File: src/bfw_pkg.sv
// ----------------------------------------------------------------------------
// Bounded frequency window package
// Shared widths, default sizes and the command and status bundles that join
// the controller and the datapath.
// ----------------------------------------------------------------------------
`default_nettype none

package bfw_pkg;

   localparam int VALUE_W         = 10;
   localparam int CFG_W           = 13;
   localparam int LEN_W           = 13;
   localparam int DEF_VALUE_RANGE = 1024;
   localparam int DEF_SEQ_DEPTH   = 4096;
   localparam int RECIP_SHIFT     = 20;

   localparam logic [CFG_W-1:0] MAX_REPEATS_RESET = CFG_W'(1);

   typedef struct packed {
      logic clear;
      logic accept;
      logic load;
      logic incr;
      logic ev_rd;
      logic ev_wr;
      logic result;
      logic drain;
      logic restart;
   } bfw_cmd_type;

   typedef struct packed {
      logic clear_done;
      logic full;
      logic last;
      logic over;
      logic match;
      logic win_empty;
      logic drain_pend;
      logic out_free;
   } bfw_status_type;

endpackage

`default_nettype wire

File: src/bfw_ctrl.sv
// ----------------------------------------------------------------------------
// Bounded frequency window controller
// Sequences the count table clear, the add and evict steps of each element,
// the result transfer and the drain that closes a sequence.
// ----------------------------------------------------------------------------
`default_nettype none

module bfw_ctrl import bfw_pkg::*; (
   input  wire logic     clock,
   input  wire logic     reset,
   input  wire logic     req_valid,
   output logic          req_ready,
   input  var  bfw_status_type stat,
   output bfw_cmd_type   cmd
);

   typedef enum logic [7:0] {
      ST_CLEAR  = 8'b0000_0001,
      ST_IDLE   = 8'b0000_0010,
      ST_READ   = 8'b0000_0100,
      ST_INC    = 8'b0000_1000,
      ST_EV_CNT = 8'b0001_0000,
      ST_EV_WR  = 8'b0010_0000,
      ST_RESULT = 8'b0100_0000,
      ST_DRAIN  = 8'b1000_0000
   } state_type;

   state_type state_ff;
   state_type state_in;

   assign req_ready = (state_ff == ST_IDLE);

   always_comb begin
      state_in = state_ff;
      cmd      = '0;
      case (state_ff)
         ST_CLEAR: begin
            cmd.clear = 1'b1;
            if (stat.clear_done) begin
               state_in = ST_IDLE;
            end
         end
         ST_IDLE: begin
            if (req_valid) begin
               cmd.accept = 1'b1;
               state_in   = stat.full ? ST_RESULT : ST_READ;
            end
         end
         ST_READ: begin
            cmd.load = 1'b1;
            state_in = ST_INC;
         end
         ST_INC: begin
            cmd.incr = 1'b1;
            state_in = stat.over ? ST_EV_CNT : ST_RESULT;
         end
         ST_EV_CNT: begin
            cmd.ev_rd = 1'b1;
            state_in  = ST_EV_WR;
         end
         ST_EV_WR: begin
            cmd.ev_wr = 1'b1;
            state_in  = stat.match ? ST_RESULT : ST_EV_CNT;
         end
         ST_RESULT: begin
            if (stat.out_free) begin
               cmd.result = 1'b1;
               state_in   = stat.last ? ST_DRAIN : ST_IDLE;
            end
         end
         ST_DRAIN: begin
            cmd.drain = 1'b1;
            if (stat.win_empty && !stat.drain_pend) begin
               cmd.restart = 1'b1;
               state_in    = ST_IDLE;
            end
         end
         default: begin
            state_in = ST_IDLE;
         end
      endcase
   end

   always_ff @(posedge clock) begin
      if (reset) begin
         state_ff <= ST_CLEAR;
      end else begin
         state_ff <= state_in;
      end
   end

endmodule

`default_nettype wire

File: config.mk
export PLATFORM = sky130hd
export DESIGN_NAME = bfw_ctrl
export DESIGN_NICKNAME = d
export VERILOG_FILES = /design/src/bfw_pkg.sv /design/src/bfw_ctrl.sv
export SDC_FILE = /design/constraint.sdc
export NUM_CORES = 1
export LEC_CHECK = 0
export BUFFER_PORTS_ARGS = -buffer_cell sky130_fd_sc_hd__buf_2
export CAP_MARGIN = 5
export CORE_AREA = 2 2 39 41
export DETAILED_ROUTE_END_ITERATION = 7
export DIE_AREA = 0 0 41 43
export GPL_TIMING_DRIVEN = 0
export PLACE_DENSITY = 0.76
export SYNTH_ARGS = -nofsm -noshare
export SYNTH_HDL_FRONTEND = slang
export SYNTH_SLANG_ARGS = --single-unit
export TNS_END_PERCENT = 30
File: constraint.sdc
create_clock -name clock -period 2.9 [get_ports clock]
set_input_delay 0.725 -clock clock [delete_from_list [all_inputs] [get_ports clock]]
set_output_delay 0.725 -clock clock [all_outputs]
set_load 0.03 [all_outputs]
==> reports/summary.txt, run 1 <==
PwrDens = 407.7 nW/µm²
Htree depth = 1
RSZ-0062 raised after global routing = false
Sequential cell area fraction in the yosys report = 29.84%
Post-Syn Instances = 64
Syn. warnings = 0
Status = completed
Post-CTS Resized = 0
Starting DRC count in detailed routing = 9
Worst path cell trace = nor4_2, and4b_1, and2_1, buf_2
Die area = 1763 µm²
Final GP Congestion = 0.8149
Final hold vios = 0
CP peak stage delay = 0.53 ns
Slowest cell on the critical path = nor4_2
Least-Margin Pin Slew = 0.5213 ns
Top-Level Pins = 21
DRC Markers = 0
CTS tree = done
Layout cell share with drive strength beyond 1 = 34.48%
DR pass1 iterations = 6
Synth top area share = 29.84%
Final Cycle Share = 86.57%
Sink Count = 8
Initial Utilization = 38.79%
Port Buf Inserts = 20
Slew Limit Headroom = 64.96%
WS Path Type = flop to primary output
Most flops, register = state_ff
Mapped Nets = 75
Largest regs = state_ff (8)
Cts hold-fix bufs = 0
Post-synth EDFFs = 0
Vias per cell = 5.350
Post-DP HPWL = 984 µm
Worst slack at placement = 0.6604 ns
Setup TNS Final = 0 ns
Via count of the first global-routing pass = 456
Antenna viol nets, final = 0
GRT Util Overall = 15.59%
Crit. End Element = primary output
Top_reg_cell synth = dfxtp_1
First-pass GRT wire length = 1869 µm
GRT Max-Usage Layer = met1
Fin. max-slew vios = 0
Core area = 1384 µm²
GRT overflow = 0
Final setup viols = 0
Routed len/inst = 12.08 µm
Diodes inserted = 0
Setup slack after layout = 0.3895 ns
Layout Nets = 100
Die X = 41 µm
Worst-skew pair later-pin latency = 0.25 ns
Avg Cell Area, Syn = 8.387 µm²
Critical Path AT = 1.79 ns
# Max-Cap Violations = 0
Clock Skew = 0.005997 ns
FMAX = 0.3983 GHz
Met2 usage = 20.94%
Count of cell types in the netlist = 33
CP required = 2.17 ns
WHS = 0.5527 ns
GR Layer Usage met1 = 22.65%
Largest net degree at the start of global routing = 11
Max clock buf depth = 2
CTS root buf = clkbuf_4
Clock-pin slew on the worst setup and hold paths = 0.05 ns
Total leakage power = 0.3069 nW
Initial antenna violation count = 0
Via count = 551
Max reg flops = 8
Grt met3 use = 3.141%
Synthesized flop and latch total = 8
Area leader, netlist = dfxtp_1
Synth top area cells = dfxtp_1, nor2_1, nand2b_1
Asr flop ratio synth = 0%
Hold crit path type = flop to flop
Tmin final = 2.510 ns
VDD IR-drop max = 0.0002116 V
Crit path max fanout = 6
Synthesized area = 536.8 µm²
Cell Rows = 14
Critical path launch point type = flop
P&R area growth vs syn = 26.57%
Number of setup buffers added after CTS = 0
Final wirelength = 1244 µm
Die Y = 43 µm
CTS buffer count = 3
==> power breakdown <==
part	leakage (nW)	switching (mW)	internal (mW)	total [mW]
clock	0.0138	0.0372	0.0473	0.0845
combinational	0.228	0.0415	0.0308	0.0723
sequential	0.0652	0.00539	0.115	0.120
total	0.307	0.0841	0.193	0.277
==> cell type report <==
type,count,area [µm²]
plain buffers,1,5.005
clock buffers,3,22.52
fillers,143,704.4
inverters,5,18.77
multi-input cells,50,352.8
flip-flops and latches,8,160.2
well taps,16,20.02
repair buffers,20,100.1
==> through the flow <==
| step | area (µm²) | power, mW | cells | util, % |
|---|---|---|---|---|
| floorplan | 536.8 | 0.1735 | 64 | - |
| global placement | 656.9 | 0.1930 | 100 | 47.47 |
| detailed placement | 656.9 | 0.1950 | 100 | 47.47 |
| CTS | 679.4 | 0.2807 | 103 | 49.10 |
| global route | 679.4 | 0.2892 | 103 | 49.10 |
| finish | 679.4 | 0.2770 | 103 | 49.10 |
==> kinds of logic (layout without fill, tap and decap cells) <==
group           Yosys count  in the layout  share of synthesized area [%]
xor+xnor                  2              2                          3.264
simple gates             37             37                          48.02
flops                     8              8                          29.84
buf+inv                   6             29                          4.428
compound gates           11             11                          14.45
==> final timing paths <==
path | from | to | slack, ns | cells after the start
max | state_ff[4]$_SDFFE_PP0P_ | cmd[7] | 0.39 | 4
min | state_ff[4]$_SDFFE_PP0P_ | state_ff[5]$_SDFFE_PP0P_ | 0.55 | 2
max reg2reg | state_ff[4]$_SDFFE_PP0P_ | state_ff[6]$_SDFFE_PP0P_ | 1.32 | 4
min reg2reg | state_ff[4]$_SDFFE_PP0P_ | state_ff[5]$_SDFFE_PP0P_ | 0.55 | 2
==> cell usage in the layout (no fill, tap or decap), types with 2 or more instances in the layout <==
cell,count
dfxtp_1,8
nand2b_1,4
nand4_1,2
and4b_2,2
inv_1,5
and4b_1,2
a22oi_1,2
clkbuf_4,3
o21ai_0,2
nor3_1,2
nor2_1,8
buf_2,21
nor3b_1,3
nor2b_1,3
==> critical path: cells and delay by family (launching register included) <==
| kind | cells | cell delay (ns) |
|---|---|---|
| buffers and inverters | 1 | 0.18 |
| flip-flops | 1 | 0.35 |
| AND/OR/NAND/NOR | 3 | 1.01 |
==> per-layer routing <==
layer	wire [µm]	up-vias
met1	587	243
met3	74	0
li1	-	288
met5	0	-
met4	0	0
met2	581	20
==> cells in the mapped netlist, types with 2 or more instances <==
| cell | number |
|---|---|
| a22oi_1 | 2 |
| and4b_1 | 2 |
| and4b_2 | 2 |
| dfxtp_1 | 8 |
| inv_1 | 5 |
| nand2b_1 | 4 |
| nand4_1 | 2 |
| nor2_1 | 8 |
| nor2b_1 | 3 |
| nor3_1 | 2 |
| nor3b_1 | 3 |
| o21ai_0 | 2 |
(Power assumes the default switching activity.)
==> inputs of run 2 (changes only) <==
--- a/config.mk
+++ b/config.mk
@@ -13,4 +13,5 @@
 export GPL_TIMING_DRIVEN = 0
 export PLACE_DENSITY = 0.76
+export REMOVE_ABC_BUFFERS = 1
 export SYNTH_ARGS = -nofsm -noshare
 export SYNTH_HDL_FRONTEND = slang
==> constraint.sdc (replaced) <==
create_clock -name clock -period 2.9 [get_ports clock]
set_input_delay 0.58 -clock clock [delete_from_list [all_inputs] [get_ports clock]]
set_output_delay 0.58 -clock clock [all_outputs]
set_load 0.03 [all_outputs]
==> reports/summary.txt, run 2 (same netlist as run 1, synthesis figures left out) <==
Status = completed
Fin. max-slew vios = 0 (unchanged)
Crit. End Element = primary output
Layout cell share with drive strength beyond 1 = 33.72% (-0.76 points)
Htree depth = 1 (unchanged)
Final Cycle Share = 81.32% (-5.2 points)
FMAX = 0.4240 GHz (+6.4%)
CP peak stage delay = 0.52 ns (about the same)
Cell Rows = 14 (unchanged)
Clock Skew = 0.0002391 ns (-0.005757 ns)
CTS root buf = clkbuf_4
Starting DRC count in detailed routing = 11 (+2)
CP Launch Point = state_ff[4]$_SDFFE_PP0P_
Port Buf Inserts = 20 (unchanged)
Post-route cell area = 674.4 µm² (-0.74%)
Setup TNS Final = 0 ns (unchanged)
PwrDens = 409.6 nW/µm² (+0.48%)
Least-Margin Pin Slew = 0.5005 ns (-0.02086 ns)
Worst-skew pair later-pin latency = 0.25 ns (about the same)
Diodes inserted = 0 (unchanged)
Number of setup buffers added after CTS = 0 (unchanged)
Via count of the first global-routing pass = 476 (+4.4%)
Final hold vios = 0 (unchanged)
R2R Setup Slk = 1.35 ns (+0.03 ns)
Antenna viol nets, final = 0 (unchanged)
GRT Util Overall = 17.05% (+1.5 points)
Initial Utilization = 38.79% (unchanged)
Initial antenna violation count = 0 (unchanged)
RR Startpoint = state_ff[4]$_SDFFE_PP0P_
Largest regs = state_ff (8)
Layout Nets = 99 (-1.0%)
Top-Level Pins = 21 (unchanged)
Total leakage power = 0.3025 nW (-1.5%)
Core area = 1384 µm² (unchanged)
VDD IR-drop max = 0.0002392 V (+13%)
Slew Limit Headroom = 66.36% (+1.4 points)
Multi-input logic area = 352.8 µm² (unchanged)
RSZ-0062 raised after global routing = false
WHS = 0.5095 ns (-0.04321 ns)
Reg area = 160.2 µm² (unchanged)
CTS tree = done
Tmin final = 2.358 ns (-0.1521 ns)
Most frequent cells in the layout = buf_2, nor2_1, dfxtp_1
Final setup viols = 0 (unchanged)
CTS buffer count = 3 (unchanged)
Worst r2r path cells = 4 (unchanged)
# Max-Cap Violations = 0 (unchanged)
Routed len/inst = 12.16 µm (+0.66%)
DRC Markers = 0 (unchanged)
Cts hold-fix bufs = 0 (unchanged)
Final wirelength = 1240 µm (-0.32%)
Worst path cell trace = nor4_2, and4b_1, and2_1, buf_2
Filler cells = 146 (+2.1%)
DR pass1 iterations = 4 (-2)
Most common cell after layout, fill and taps aside = buf_2
Placed inst area = 651.9 µm² (-0.76%)
Max clock buf depth = 2 (unchanged)
Die area = 1763 µm² (unchanged)
Post-DP HPWL = 961.8 µm (-2.3%)
Post-CTS Resized = 0 (unchanged)
Most flops, register = state_ff
Critical Path AT = 1.78 ns (about the same)
CP required = 2.32 ns (+0.15 ns)
GRT overflow = 0 (unchanged)
Die X = 41 µm (unchanged)
First-pass GRT wire length = 2007 µm (+7.4%)
Via count = 575 (+4.4%)
Largest net degree at the start of global routing = 11 (unchanged)
WS Path Type = flop to primary output
Sink Count = 8 (unchanged)
CP Capture Point = cmd[7]
Vias per cell = 5.637 (+5.4%)
Die Y = 43 µm (unchanged)
Slowest cell on the critical path = nor4_2
Hold crit path type = primary input to flop
Overall power = 0.2763 mW (-0.26%)
Worst reg2reg path endpoint = state_ff[1]$_SDFFE_PP0P_
P&R area growth vs syn = 25.64%
Final GP Congestion = 0.7220 (-11%)
Clock-pin slew on the worst setup and hold paths = 0.05 ns (about the same)
Max reg flops = 8 (unchanged)
Crit path max fanout = 6 (unchanged)
Critical path launch point type = flop
## run 2: how the worst min path moves through the flow
stage / end / slack, ns / depth (start not counted) / startpoint
floorplan: state_ff[5]$_SDFFE_PP0P_ / 0.52 / 2 / state_ff[4]$_SDFFE_PP0P_
global placement: state_ff[5]$_SDFFE_PP0P_ / 0.54 / 2 / state_ff[4]$_SDFFE_PP0P_
detailed placement: state_ff[5]$_SDFFE_PP0P_ / 0.55 / 2 / state_ff[4]$_SDFFE_PP0P_
CTS: state_ff[2]$_SDFFE_PP0P_ / 0.50 / 2 / stat[6]
global route: state_ff[2]$_SDFFE_PP0P_ / 0.51 / 2 / stat[6]
finish: state_ff[2]$_SDFFE_PP0P_ / 0.51 / 2 / stat[6]
## run 2: critical path: cells and delay by family, from the launching register on
family | cells | cell delay [ns]
AND/OR/NAND/NOR | 3 | 0.99
flip-flops | 1 | 0.35
buffers and inverters | 1 | 0.19
## run 2: metal layers
metal / vias to the layer above / routed length [µm] / track usage (%)
li1: 283 / - / -
met1: 265 / 570 / 22.55
met2: 22 / 570 / 24.69
met3: 5 / 68 / 3.141
met4: 0 / 30 / 10.00
met5: - / 0 / 0
## run 2: where the power goes
group / total, mW / internal (mW) / switching, mW
Clock: 0.0846 / 0.0473 / 0.0373
Combinational: 0.0651 / 0.0293 / 0.0359
Sequential: 0.127 / 0.115 / 0.0117
Total: 0.276 / 0.191 / 0.0848
## run 2: per-stage QoR
stage                     instances  util [%]  setup WS (ns)
after floorplan                  63         -         0.7346
after global placement           99     47.11         0.8351
after detailed placement         99     47.11         0.8407
after CTS                       102     48.73         0.5597
after global routing            102     48.73         0.3864
final                           102     48.73         0.5416
## run 2: final cells by class
cell class,count,area share [%]
multi-input combinational,50,52.32
sequential,8,23.75
timing repair buffer,20,14.84
clock buffer,3,3.340
inverter,5,2.783
tap,16,2.968
